===== src/design/sepq_pkg.sv =====
// sepq_pkg: shared types and constants for the sorted event priority queue.
// No dependencies.
`timescale 1ns / 1ps

package sepq_pkg;

	localparam int TIME_W = 32;
	localparam int ID_W   = 16;
	localparam int OCC_W  = 7;

	localparam logic ACT_INSERT     = 1'b0;
	localparam logic ACT_REMOVE     = 1'b1;
	localparam logic KIND_ARRIVAL   = 1'b0;
	localparam logic KIND_DEPARTURE = 1'b1;

	typedef struct packed {
		logic [TIME_W-1:0] evt_time;
		logic              kind;
		logic [ID_W-1:0]   id;
	} entry_t;

	// controller -> datapath
	typedef struct packed {
		logic latch_in;   // capture input transaction
		logic acc_load;   // update accepted flag
		logic acc_val;
		logic remove;     // drop head: advance head pointer, count - 1
		logic scan_init;  // start tail-to-head walk at count
		logic rd_scan;    // read entry just below scan position
		logic cmp_step;   // place new entry or shift entry up by one
		logic put_head;   // write new entry into head slot
		logic rd_head;    // read entry at head pointer
		logic load_head;  // head register <- read data
		logic out_load;   // load result register
	} ctrl_cmd_t;

	// datapath -> controller
	typedef struct packed {
		logic is_remove;
		logic full;
		logic empty;
		logic last;       // exactly one entry stored
		logic scan_zero;  // walk reached the head
		logic ahead;      // read entry stays ahead of new entry
		logic out_busy;   // result register held by sink
	} dp_status_t;

endpackage


===== src/design/sepq_in_if.sv =====
// sepq_in_if: input channel of the sorted event priority queue.
// Depends on sepq_pkg.
`timescale 1ns / 1ps

interface sepq_in_if;
	logic                          valid;
	logic                          ready;
	logic                          action;
	logic [sepq_pkg::TIME_W-1:0]   event_time;
	logic                          event_kind;
	logic [sepq_pkg::ID_W-1:0]     event_id;

	modport source (output valid, action, event_time, event_kind, event_id, input ready);
	modport sink   (input valid, action, event_time, event_kind, event_id, output ready);
endinterface


===== src/design/sepq_out_if.sv =====
// sepq_out_if: result channel of the sorted event priority queue.
// Depends on sepq_pkg.
`timescale 1ns / 1ps

interface sepq_out_if;
	logic                          valid;
	logic                          ready;
	logic                          accepted;
	logic [sepq_pkg::OCC_W-1:0]    occupancy;
	logic                          head_valid;
	logic [sepq_pkg::TIME_W-1:0]   head_time;
	logic                          head_kind;
	logic [sepq_pkg::ID_W-1:0]     head_id;

	modport source (output valid, accepted, occupancy, head_valid, head_time, head_kind,
		head_id, input ready);
	modport sink   (input valid, accepted, occupancy, head_valid, head_time, head_kind,
		head_id, output ready);
endinterface


===== src/design/sepq_dp.sv =====
// sepq_dp: datapath - circular entry memory, head pointer, count, scan counter,
// head register and result register. Depends on sepq_pkg.
`timescale 1ns / 1ps

module sepq_dp #(
	parameter int CAPACITY = 64
) (
	input  logic                        clk,
	input  logic                        arst_n,
	input  sepq_pkg::ctrl_cmd_t         cmd,
	output sepq_pkg::dp_status_t        sts,
	input  logic                        action,
	input  logic [sepq_pkg::TIME_W-1:0] event_time,
	input  logic                        event_kind,
	input  logic [sepq_pkg::ID_W-1:0]   event_id,
	input  logic                        out_ready,
	output logic                        out_valid,
	output logic                        accepted,
	output logic [sepq_pkg::OCC_W-1:0]  occupancy,
	output logic                        head_valid,
	output logic [sepq_pkg::TIME_W-1:0] head_time,
	output logic                        head_kind,
	output logic [sepq_pkg::ID_W-1:0]   head_id
);

	localparam int AW = $clog2(CAPACITY);
	localparam int CW = $clog2(CAPACITY + 1);
	localparam logic [AW:0]   CAP_W = (AW+1)'(CAPACITY);
	localparam logic [CW-1:0] CAP_C = CW'(CAPACITY);
	localparam logic [CW-1:0] ONE_C = CW'(1);

	sepq_pkg::entry_t mem [CAPACITY];
	sepq_pkg::entry_t rd_q;
	sepq_pkg::entry_t new_q;
	sepq_pkg::entry_t head_q;
	sepq_pkg::entry_t out_head_q;
	logic             op_q;
	logic             acc_q;
	logic [CW-1:0]    count_q;
	logic [CW-1:0]    j_q;
	logic [AW-1:0]    head_ptr_q;
	logic             out_valid_q;
	logic             out_acc_q;
	logic [sepq_pkg::OCC_W-1:0] out_occ_q;
	logic             out_hv_q;

	logic [AW-1:0]    a_j;
	logic [AW-1:0]    a_jm1;
	logic [AW-1:0]    a_next_head;
	logic [CW-1:0]    j_m1;
	logic             mem_we;
	logic             mem_re;
	logic [AW-1:0]    waddr;
	logic [AW-1:0]    raddr;
	sepq_pkg::entry_t wdata;
	logic             ahead;

	// physical slot of logical position off (off < CAPACITY)
	function automatic logic [AW-1:0] phys(input logic [AW-1:0] base,
		input logic [AW-1:0] off);
		logic [AW:0] sum;
		sum = {1'b0, base} + {1'b0, off};
		if (sum >= CAP_W)
			sum = sum - CAP_W;
		return sum[AW-1:0];
	endfunction

	assign j_m1        = j_q - ONE_C;
	assign a_j         = phys(head_ptr_q, AW'(j_q));
	assign a_jm1       = phys(head_ptr_q, AW'(j_m1));
	assign a_next_head = phys(head_ptr_q, AW'(ONE_C));

	assign ahead = (rd_q.evt_time < new_q.evt_time) ||
		((new_q.kind == sepq_pkg::KIND_DEPARTURE) && (rd_q.evt_time == new_q.evt_time));

	assign mem_we = cmd.put_head | cmd.cmp_step;
	assign waddr  = cmd.put_head ? head_ptr_q : a_j;
	assign wdata  = (cmd.put_head | ahead) ? new_q : rd_q;
	assign mem_re = cmd.rd_scan | cmd.rd_head;
	assign raddr  = cmd.rd_head ? head_ptr_q : a_jm1;

	always_ff @(posedge clk) begin
		if (mem_we)
			mem[waddr] <= wdata;
		if (mem_re)
			rd_q <= mem[raddr];
	end

	always_ff @(posedge clk or negedge arst_n) begin
		if (!arst_n) begin
			count_q     <= '0;
			head_ptr_q  <= '0;
			out_valid_q <= 1'b0;
		end else begin
			if (cmd.remove) begin
				head_ptr_q <= a_next_head;
				count_q    <= count_q - ONE_C;
			end else if (cmd.put_head || (cmd.cmp_step && ahead)) begin
				count_q <= count_q + ONE_C;
			end
			if (cmd.out_load)
				out_valid_q <= 1'b1;
			else if (out_ready)
				out_valid_q <= 1'b0;
		end
	end

	always_ff @(posedge clk) begin
		if (cmd.latch_in) begin
			op_q           <= action;
			new_q.evt_time <= event_time;
			new_q.kind     <= event_kind;
			new_q.id       <= event_id;
		end
		if (cmd.acc_load)
			acc_q <= cmd.acc_val;
		if (cmd.scan_init)
			j_q <= count_q;
		else if (cmd.cmp_step && !ahead)
			j_q <= j_m1;
		if (cmd.put_head)
			head_q <= new_q;
		else if (cmd.load_head)
			head_q <= rd_q;
		if (cmd.out_load) begin
			out_acc_q  <= acc_q;
			out_occ_q  <= sepq_pkg::OCC_W'(count_q);
			out_hv_q   <= (count_q != '0);
			out_head_q <= (count_q != '0) ? head_q : '0;
		end
	end

	assign sts.is_remove = (op_q == sepq_pkg::ACT_REMOVE);
	assign sts.full      = (count_q == CAP_C);
	assign sts.empty     = (count_q == '0);
	assign sts.last      = (count_q == ONE_C);
	assign sts.scan_zero = (j_q == '0);
	assign sts.ahead     = ahead;
	assign sts.out_busy  = out_valid_q & ~out_ready;

	assign out_valid  = out_valid_q;
	assign accepted   = out_acc_q;
	assign occupancy  = out_occ_q;
	assign head_valid = out_hv_q;
	assign head_time  = out_head_q.evt_time;
	assign head_kind  = out_head_q.kind;
	assign head_id    = out_head_q.id;

endmodule


===== src/design/sepq_ctrl.sv =====
// sepq_ctrl: operation sequencer for the sorted event priority queue.
// Depends on sepq_pkg.
`timescale 1ns / 1ps

module sepq_ctrl (
	input  logic                   clk,
	input  logic                   arst_n,
	input  logic                   in_valid,
	output logic                   in_ready,
	input  sepq_pkg::dp_status_t   sts,
	output sepq_pkg::ctrl_cmd_t    cmd
);

	typedef enum logic [2:0] {
		S_IDLE,
		S_DECIDE,
		S_RD,
		S_CMP,
		S_HRD,
		S_HLD,
		S_DONE
	} state_t;

	state_t state_q;
	state_t state_d;

	assign in_ready = (state_q == S_IDLE);

	always_comb begin
		cmd     = '0;
		state_d = state_q;
		case (state_q)
			S_IDLE: begin
				if (in_valid) begin
					cmd.latch_in = 1'b1;
					state_d      = S_DECIDE;
				end
			end
			S_DECIDE: begin
				cmd.acc_load = 1'b1;
				if (sts.is_remove) begin
					if (sts.empty) begin
						cmd.acc_val = 1'b0;
						state_d     = S_DONE;
					end else begin
						cmd.acc_val = 1'b1;
						cmd.remove  = 1'b1;
						state_d     = sts.last ? S_DONE : S_HRD;
					end
				end else begin
					if (sts.full) begin
						cmd.acc_val = 1'b0;
						state_d     = S_DONE;
					end else begin
						cmd.acc_val   = 1'b1;
						cmd.scan_init = 1'b1;
						state_d       = S_RD;
					end
				end
			end
			S_RD: begin
				if (sts.scan_zero) begin
					cmd.put_head = 1'b1;
					state_d      = S_DONE;
				end else begin
					cmd.rd_scan = 1'b1;
					state_d     = S_CMP;
				end
			end
			S_CMP: begin
				cmd.cmp_step = 1'b1;
				state_d      = sts.ahead ? S_DONE : S_RD;
			end
			S_HRD: begin
				cmd.rd_head = 1'b1;
				state_d     = S_HLD;
			end
			S_HLD: begin
				cmd.load_head = 1'b1;
				state_d       = S_DONE;
			end
			S_DONE: begin
				if (!sts.out_busy) begin
					cmd.out_load = 1'b1;
					state_d      = S_IDLE;
				end
			end
			default: begin
				state_d = S_IDLE;
			end
		endcase
	end

	always_ff @(posedge clk or negedge arst_n) begin
		if (!arst_n)
			state_q <= S_IDLE;
		else
			state_q <= state_d;
	end

endmodule


===== src/design/sorted_event_priority_queue.sv =====
// sorted_event_priority_queue: top level, bounded sorted queue of timed events.
// Depends on sepq_pkg, sepq_in_if, sepq_out_if, sepq_ctrl, sepq_dp.
`timescale 1ns / 1ps
//
//  channel  | dir | handshake         | payload
//  ---------+-----+-------------------+----------------------------------------------
//  in_ch    | in  | valid/ready       | action, event_time, event_kind, event_id
//  out_ch   | out | valid/ready       | accepted, occupancy, head_valid, head_time,
//           |     |                   | head_kind, head_id
//
//  One transaction in, one result transaction out, one operation at a time.
//  Insert: every entry that ends up behind the new one (at most CAPACITY-1) is
//  moved up one slot, and each moved entry costs a read and a write on the
//  one-port store; a new head is written straight into the head slot.
//  Removal reloads the head copy from the store unless it empties the queue.
//  Reset clears count, head pointer and result valid; store contents are left as is.
//  A stalled result stays in the output register; the next transaction is taken
//  while it waits, and its result is loaded once the register frees up.
//
// Entries live in a circular buffer: removal just advances the head pointer,
// insert walks from the tail toward the head shifting entries up one slot until
// the new entry's place is found. A copy of the head entry sits in a register so
// the result never waits on a memory read.

module sorted_event_priority_queue #(
	parameter int CAPACITY = 64
) (
	input logic          clk,
	input logic          arst_n,
	sepq_in_if.sink      in_ch,
	sepq_out_if.source   out_ch
);

	sepq_pkg::ctrl_cmd_t  cmd;
	sepq_pkg::dp_status_t sts;
	logic                 in_ready;

	assign in_ch.ready = in_ready;

	sepq_ctrl u_ctrl (
		.clk      (clk),
		.arst_n   (arst_n),
		.in_valid (in_ch.valid),
		.in_ready (in_ready),
		.sts      (sts),
		.cmd      (cmd)
	);

	sepq_dp #(
		.CAPACITY (CAPACITY)
	) u_dp (
		.clk        (clk),
		.arst_n     (arst_n),
		.cmd        (cmd),
		.sts        (sts),
		.action     (in_ch.action),
		.event_time (in_ch.event_time),
		.event_kind (in_ch.event_kind),
		.event_id   (in_ch.event_id),
		.out_ready  (out_ch.ready),
		.out_valid  (out_ch.valid),
		.accepted   (out_ch.accepted),
		.occupancy  (out_ch.occupancy),
		.head_valid (out_ch.head_valid),
		.head_time  (out_ch.head_time),
		.head_kind  (out_ch.head_kind),
		.head_id    (out_ch.head_id)
	);

endmodule


===== src/flat_wrapper.sv =====
// flat-port wrapper written by rule: the top's interface ports become plain ports
module sorted_event_priority_queue_flat 
#(
	parameter int CAPACITY = 64
)
  (clk, arst_n, in_ch_valid, in_ch_action, in_ch_event_time, in_ch_event_kind, in_ch_event_id, in_ch_ready, out_ch_valid, out_ch_accepted, out_ch_occupancy, out_ch_head_valid, out_ch_head_time, out_ch_head_kind, out_ch_head_id, out_ch_ready);
  sepq_in_if in_ch_i ();
  sepq_out_if out_ch_i ();
  input logic clk;
  input logic arst_n;
  input wire logic [$bits(in_ch_i.valid)-1:0] in_ch_valid;
  input wire logic [$bits(in_ch_i.action)-1:0] in_ch_action;
  input wire logic [$bits(in_ch_i.event_time)-1:0] in_ch_event_time;
  input wire logic [$bits(in_ch_i.event_kind)-1:0] in_ch_event_kind;
  input wire logic [$bits(in_ch_i.event_id)-1:0] in_ch_event_id;
  output wire logic [$bits(in_ch_i.ready)-1:0] in_ch_ready;
  output wire logic [$bits(out_ch_i.valid)-1:0] out_ch_valid;
  output wire logic [$bits(out_ch_i.accepted)-1:0] out_ch_accepted;
  output wire logic [$bits(out_ch_i.occupancy)-1:0] out_ch_occupancy;
  output wire logic [$bits(out_ch_i.head_valid)-1:0] out_ch_head_valid;
  output wire logic [$bits(out_ch_i.head_time)-1:0] out_ch_head_time;
  output wire logic [$bits(out_ch_i.head_kind)-1:0] out_ch_head_kind;
  output wire logic [$bits(out_ch_i.head_id)-1:0] out_ch_head_id;
  input wire logic [$bits(out_ch_i.ready)-1:0] out_ch_ready;
  assign in_ch_i.valid = in_ch_valid;
  assign in_ch_i.action = in_ch_action;
  assign in_ch_i.event_time = in_ch_event_time;
  assign in_ch_i.event_kind = in_ch_event_kind;
  assign in_ch_i.event_id = in_ch_event_id;
  assign in_ch_ready = in_ch_i.ready;
  assign out_ch_valid = out_ch_i.valid;
  assign out_ch_accepted = out_ch_i.accepted;
  assign out_ch_occupancy = out_ch_i.occupancy;
  assign out_ch_head_valid = out_ch_i.head_valid;
  assign out_ch_head_time = out_ch_i.head_time;
  assign out_ch_head_kind = out_ch_i.head_kind;
  assign out_ch_head_id = out_ch_i.head_id;
  assign out_ch_i.ready = out_ch_ready;
  sorted_event_priority_queue #(.CAPACITY(CAPACITY)) u_core (.clk(clk), .arst_n(arst_n), .in_ch(in_ch_i), .out_ch(out_ch_i));
endmodule

===== config.mk =====
export PLATFORM = sky130hd
export DESIGN_NAME = sorted_event_priority_queue_flat
export DESIGN_NICKNAME = d
export VERILOG_FILES = /design/src/design/sepq_pkg.sv /design/src/design/sepq_in_if.sv /design/src/design/sepq_out_if.sv /design/src/design/sepq_dp.sv /design/src/design/sepq_ctrl.sv /design/src/design/sorted_event_priority_queue.sv /design/src/flat_wrapper.sv
export SDC_FILE = /design/constraint.sdc
export NUM_CORES = 2
export LEC_CHECK = 0
export ABC_CLOCK_PERIOD_IN_PS = 9400
export BUFFER_PORTS_ARGS = -buffer_cell sky130_fd_sc_hd__buf_2
export CAP_MARGIN = 5
export CELL_PAD_IN_SITES_DETAIL_PLACEMENT = 2
export CELL_PAD_IN_SITES_GLOBAL_PLACEMENT = 2
export CORE_UTILIZATION = 46
export CTS_CLUSTER_SIZE = 20
export DETAILED_ROUTE_END_ITERATION = 16
export PLACE_DENSITY_LB_ADDON = 0.1
export SYNTH_ARGS = -nofsm -noshare
export SYNTH_HDL_FRONTEND = slang
export SYNTH_HIERARCHICAL = 1
export SYNTH_SLANG_ARGS = --single-unit
export TNS_END_PERCENT = 20

===== constraint.sdc =====
create_clock -name clk -period 9.4 [get_ports clk]
set_clock_uncertainty 0.2 [all_clocks]
set_input_delay 1.41 -clock clk [delete_from_list [all_inputs] [get_ports clk]]
set_output_delay 1.41 -clock clk [all_outputs]
set_load 0.1 [all_outputs]

==> flow_summary.rst <==
.. list-table::
   :header-rows: 1

   * - Metric
     - Value
   * - GRT Total Usage
     - 0.3652
   * - Largest stage delay, worst path
     - about 1.2 ns
   * - Accumulated negative setup slack
     - 0 ns
   * - Initial antenna violation count
     - 29
   * - GRT Residual Overflow
     - 0
   * - Final Cycle Share
     - 0.7709
   * - Drt via density
     - 6.674
   * - Tmin final
     - ~7.2 ns
   * - Number of buffers added by the clock tree synthesis step
     - 360
   * - Result of the run
     - finished with violations
   * - Count of clock tree sinks
     - 3,367
   * - Maximum count of clock buffers along a single path
     - 4
   * - Crit path top cell by count
     - buf_4
   * - Startpoint of the worst-slack reg-to-reg timing path
     - u_core/u_dp/new_q[40]
   * - Total Die Area
     - 298,700 µm²
   * - Peak fanout along the critical path
     - 64
   * - First-pass GRT wire length
     - 771,200 µm
   * - DRC viols
     - 8
   * - Fill cell count
     - around 27,000
   * - Maximum clock frequency
     - 138.0 MHz
   * - Post-synth top flop
     - edfxtp_1
   * - Vias in the first global route
     - between 90,000 and 100k
   * - Synthesized net count
     - 9,688
   * - Element type at the critical path start
     - register
   * - Master cell of the clock root buffer
     - clkbuf_16
   * - Post-CTS sizing
     - 0
   * - Average instance area after synthesis
     - ~14 µm²
   * - Crit path cell chain
     - inv_1 > ha_1 > nand3_1 > nor2_1 > a221oi_1 > buf_4 > o221ai_1 > o211ai_1 > buf_4 > buf_4 > mux2_2
   * - Sum of routed wire length over all layers
     - 553,000 µm
   * - Die extent in x
     - 546.6 µm
   * - CP endpoint kind
     - register
   * - Count of cells along the worst register-to-register path
     - 11
   * - Routability congestion estimate from global placement
     - about 0.83
   * - Routed length per instance
     - 39.95 µm
   * - Arrival time at the worst endpoint
     - 7.58 ns
   * - Transition time at the pin with the least slew margin
     - 1.444 ns
   * - Setup repair after global routing missed its margin
     - no
   * - Latest clock arrival within the worst-skew pair
     - 0.96 ns
   * - Worst hold path type
     - primary input to async pin
   * - Leading cell types by count after synthesis
     - edfxtp_1 (3,350), nand2_1 (1,995), nand3_1 (786), o211ai_1 (590), clkbuf_1 (537)
   * - Number of failing hold endpoints at the final stage
     - 0
   * - Hold-fix buffer count after cts
     - 0
   * - Classification of the worst setup path
     - register to register
   * - Core Rows
     - 199
   * - HPWL after detailed placement
     - between 200,000 and 300,000 µm
   * - Dominant cells by area after synthesis
     - edfxtp_1 (74%), nand2_1 (5.5%), o211ai_1 (3.2%)
   * - Core region area
     - 294,300 µm²
   * - Dominant cell type by area after synthesis
     - edfxtp_1
   * - Count of warnings emitted by yosys
     - 6
   * - Number of buffers inserted by port buffering
     - 113
   * - Failing checks
     - DRC
   * - Top-count cell post-synth
     - edfxtp_1
   * - Total of flip-flops plus latches after synthesis
     - 3,367
   * - Number of slew-limit violations in the final report
     - 0
   * - Share of async-settable or async-resettable flops after synthesis
     - 0.005049
   * - Via total after detailed routing
     - 92,360
   * - 1st-iter DRT viols
     - between 10,000 and 15,000
   * - Endpoint of the worst-slack reg-to-reg timing path
     - u_core/u_dp/mem[14][5]
   * - Top-level port count
     - 114
   * - Number of buffers inserted by post-CTS setup repair
     - 0
   * - Post-synthesis sequential area ratio
     - 0.7406
   * - Count of nets left with antenna violations after detail routing
     - 0
   * - Initial core utilization
     - 0.4635
   * - Area of the mapped netlist
     - 136,400 µm²
   * - CP Data Required Time
     - slightly below 10 ns
   * - Slew headroom
     - 0.03715
   * - Area share of the leading cell type in the synthesized netlist
     - 0.7375
   * - Critical-path top delay cell
     - mux2_2
   * - Multi-input gate area
     - roughly 32,000 µm²
   * - Pin count of the biggest net entering global routing
     - approximately 150
   * - Initial DRT Pass Iterations
     - 12
   * - EDFF count, synth
     - between 3,000 and 4,000
   * - Htree depth
     - 5
   * - Fraction of final layout cells sized beyond drive strength 1
     - 0.1261
   * - Yosys cell types
     - 68
   * - Area overhead of the layout relative to synthesis
     - 12.64%
   * - FF+latch area
     - 101,000 µm²
   * - Minimum setup slack among reg-to-reg paths
     - around 2.2 ns
   * - Instance count of the mapped netlist
     - 9,583
   * - Die height
     - 546.6 µm
   * - CTS clock-pin slew for the worst setup and hold paths
     - 0.06 ns
   * - # nets final
     - about 10,000
   * - Number of maximum-capacitance constraint violations
     - 0
   * - CTS tree
     - yes
   * - Final Setup Violations
     - 0
## worst max path at each step
stage / cells after the start / to / start / slack (ns)
CTS: 11 / u_core/u_dp/mem[16][33] / u_core/u_dp/new_q[40] / 2.51
finish: 11 / u_core/u_dp/mem[14][5] / u_core/u_dp/new_q[40] / 2.15
global route: 10 / u_core/u_dp/mem[46][5] / u_core/u_dp/j_q[0] / 2.22
global placement: 11 / u_core/u_dp/rd_q[22] / u_core/u_dp/head_ptr_q[0] / 2.35
detailed placement: 11 / u_core/u_dp/mem[30][34] / u_core/u_dp/new_q[40] / 2.65
floorplan: 3 / u_core/u_dp/out_valid / out_ch_ready / 1.03
## kinds of logic (layout without fill, tap and decap cells)
| logic type | after synthesis | after routing | share of synthesized area |
|---|---|---|---|
| flip-flops | 3367 | 3367 | 0.7406 |
| multiplexers | 604 | 604 | 0.04706 |
| adder cells (fa/ha/maj) | 51 | 51 | 0.004788 |
| AND/OR/NAND/NOR | 3378 | 3378 | 0.1100 |
| other | 0 | 13 | 0 |
| buffers and inverters | 940 | 1265 | 0.02712 |
| AO/OA/AOI/OAI | 1225 | 1225 | 0.06934 |
| XOR/XNOR | 18 | 18 | 0.001156 |
## state kept, by name (all words and copies together), names as in the netlist
name / count
u_core/u_ctrl/state_q: 3
u_core/u_dp/occupancy: 7
u_core/u_dp/head_id: 16
u_core/u_dp/head_q: 49
u_core/u_dp/head_ptr_q: 6
u_core/u_dp/acc_q: 1
u_core/u_dp/rd_q: 49
u_core/u_dp/head_valid: 1
u_core/u_dp/count_q: 7
u_core/u_dp/head_kind: 1
u_core/u_dp/head_time: 32
u_core/u_dp/out_valid: 1
u_core/u_dp/new_q: 49
u_core/u_dp/accepted: 1
u_core/u_dp/j_q: 7
u_core/u_dp/mem: 3136
u_core/u_dp/op_q: 1
## layer usage
metal	global-route usage	vias to the layer above	share of wire
met4	0.1724	10	0.051
met5	0	-	0.00013
met2	0.5956	5169	0.48
li1	-	36500	-
met1	0.4777	49510	0.38
met3	0.06224	1183	0.087
## per-stage QoR
stage | util | hold WS (ns) | cells | cell area [µm²] | setup slack, ns
3_3_place_gp | 0.4832 | 0.2260 | 13170 | 142200 | 2.349
6_report | 0.5221 | 0.2225 | 13840 | 153700 | 2.154
4_1_cts | 0.5217 | 0.1893 | 13820 | 153500 | 2.513
2_1_floorplan | - | 0.2003 | 9583 | 136400 | 1.031
5_1_grt | 0.5220 | 0.2519 | 13830 | 153600 | 2.219
3_5_place_dp | 0.4835 | 0.2339 | 13170 | 142300 | 2.648
## cells in the final DEF, fill, tap and decap left out, types with 70 or more instances in the layout
cell type | synthesis | final
nand2_1 | 1995 | 1993
clkinv_1 | 1 | 80
nand3_1 | 786 | 786
a21oi_1 | 72 | 70
clkbuf_1 | 537 | 91
mux2_2 | 298 | 288
o211ai_1 | 590 | 590
and3_1 | 397 | 395
edfxtp_1 | 3350 | 3350
inv_1 | 246 | 246
o311ai_0 | 196 | 181
buf_4 | 3 | 204
buf_2 | 96 | 115
mux2i_1 | 306 | 304
a32oi_1 | 195 | 195
clkbuf_16 | 0 | 368
## worst max-delay path, delay by kind of cell, from the launching register on
kind | cells | cell delay (ns)
AND/OR/NAND/NOR | 2 | 0.51
AO/OA/AOI/OAI | 3 | 2.19
adder cells (fa/ha/maj) | 1 | 0.30
buffers and inverters | 4 | 1.65
multiplexers | 1 | 1.23
flip-flops | 1 | 0.51
## cell type report
type                            instances  area share
Antenna cell                           13   0.0002117
Clock buffer                          461     0.06234
Clock inverter                        189     0.01092
Inverter                              248    0.006075
Multi-Input combinational cell       5276      0.2112
Sequential cell                      3367      0.6575
Tap cell                             3919     0.03191
Timing Repair Buffer                  367     0.01989
Power is left out: the tool's default activity adds up to more than one toggle a clock period on the data nets, which glitch-free logic cannot reach.
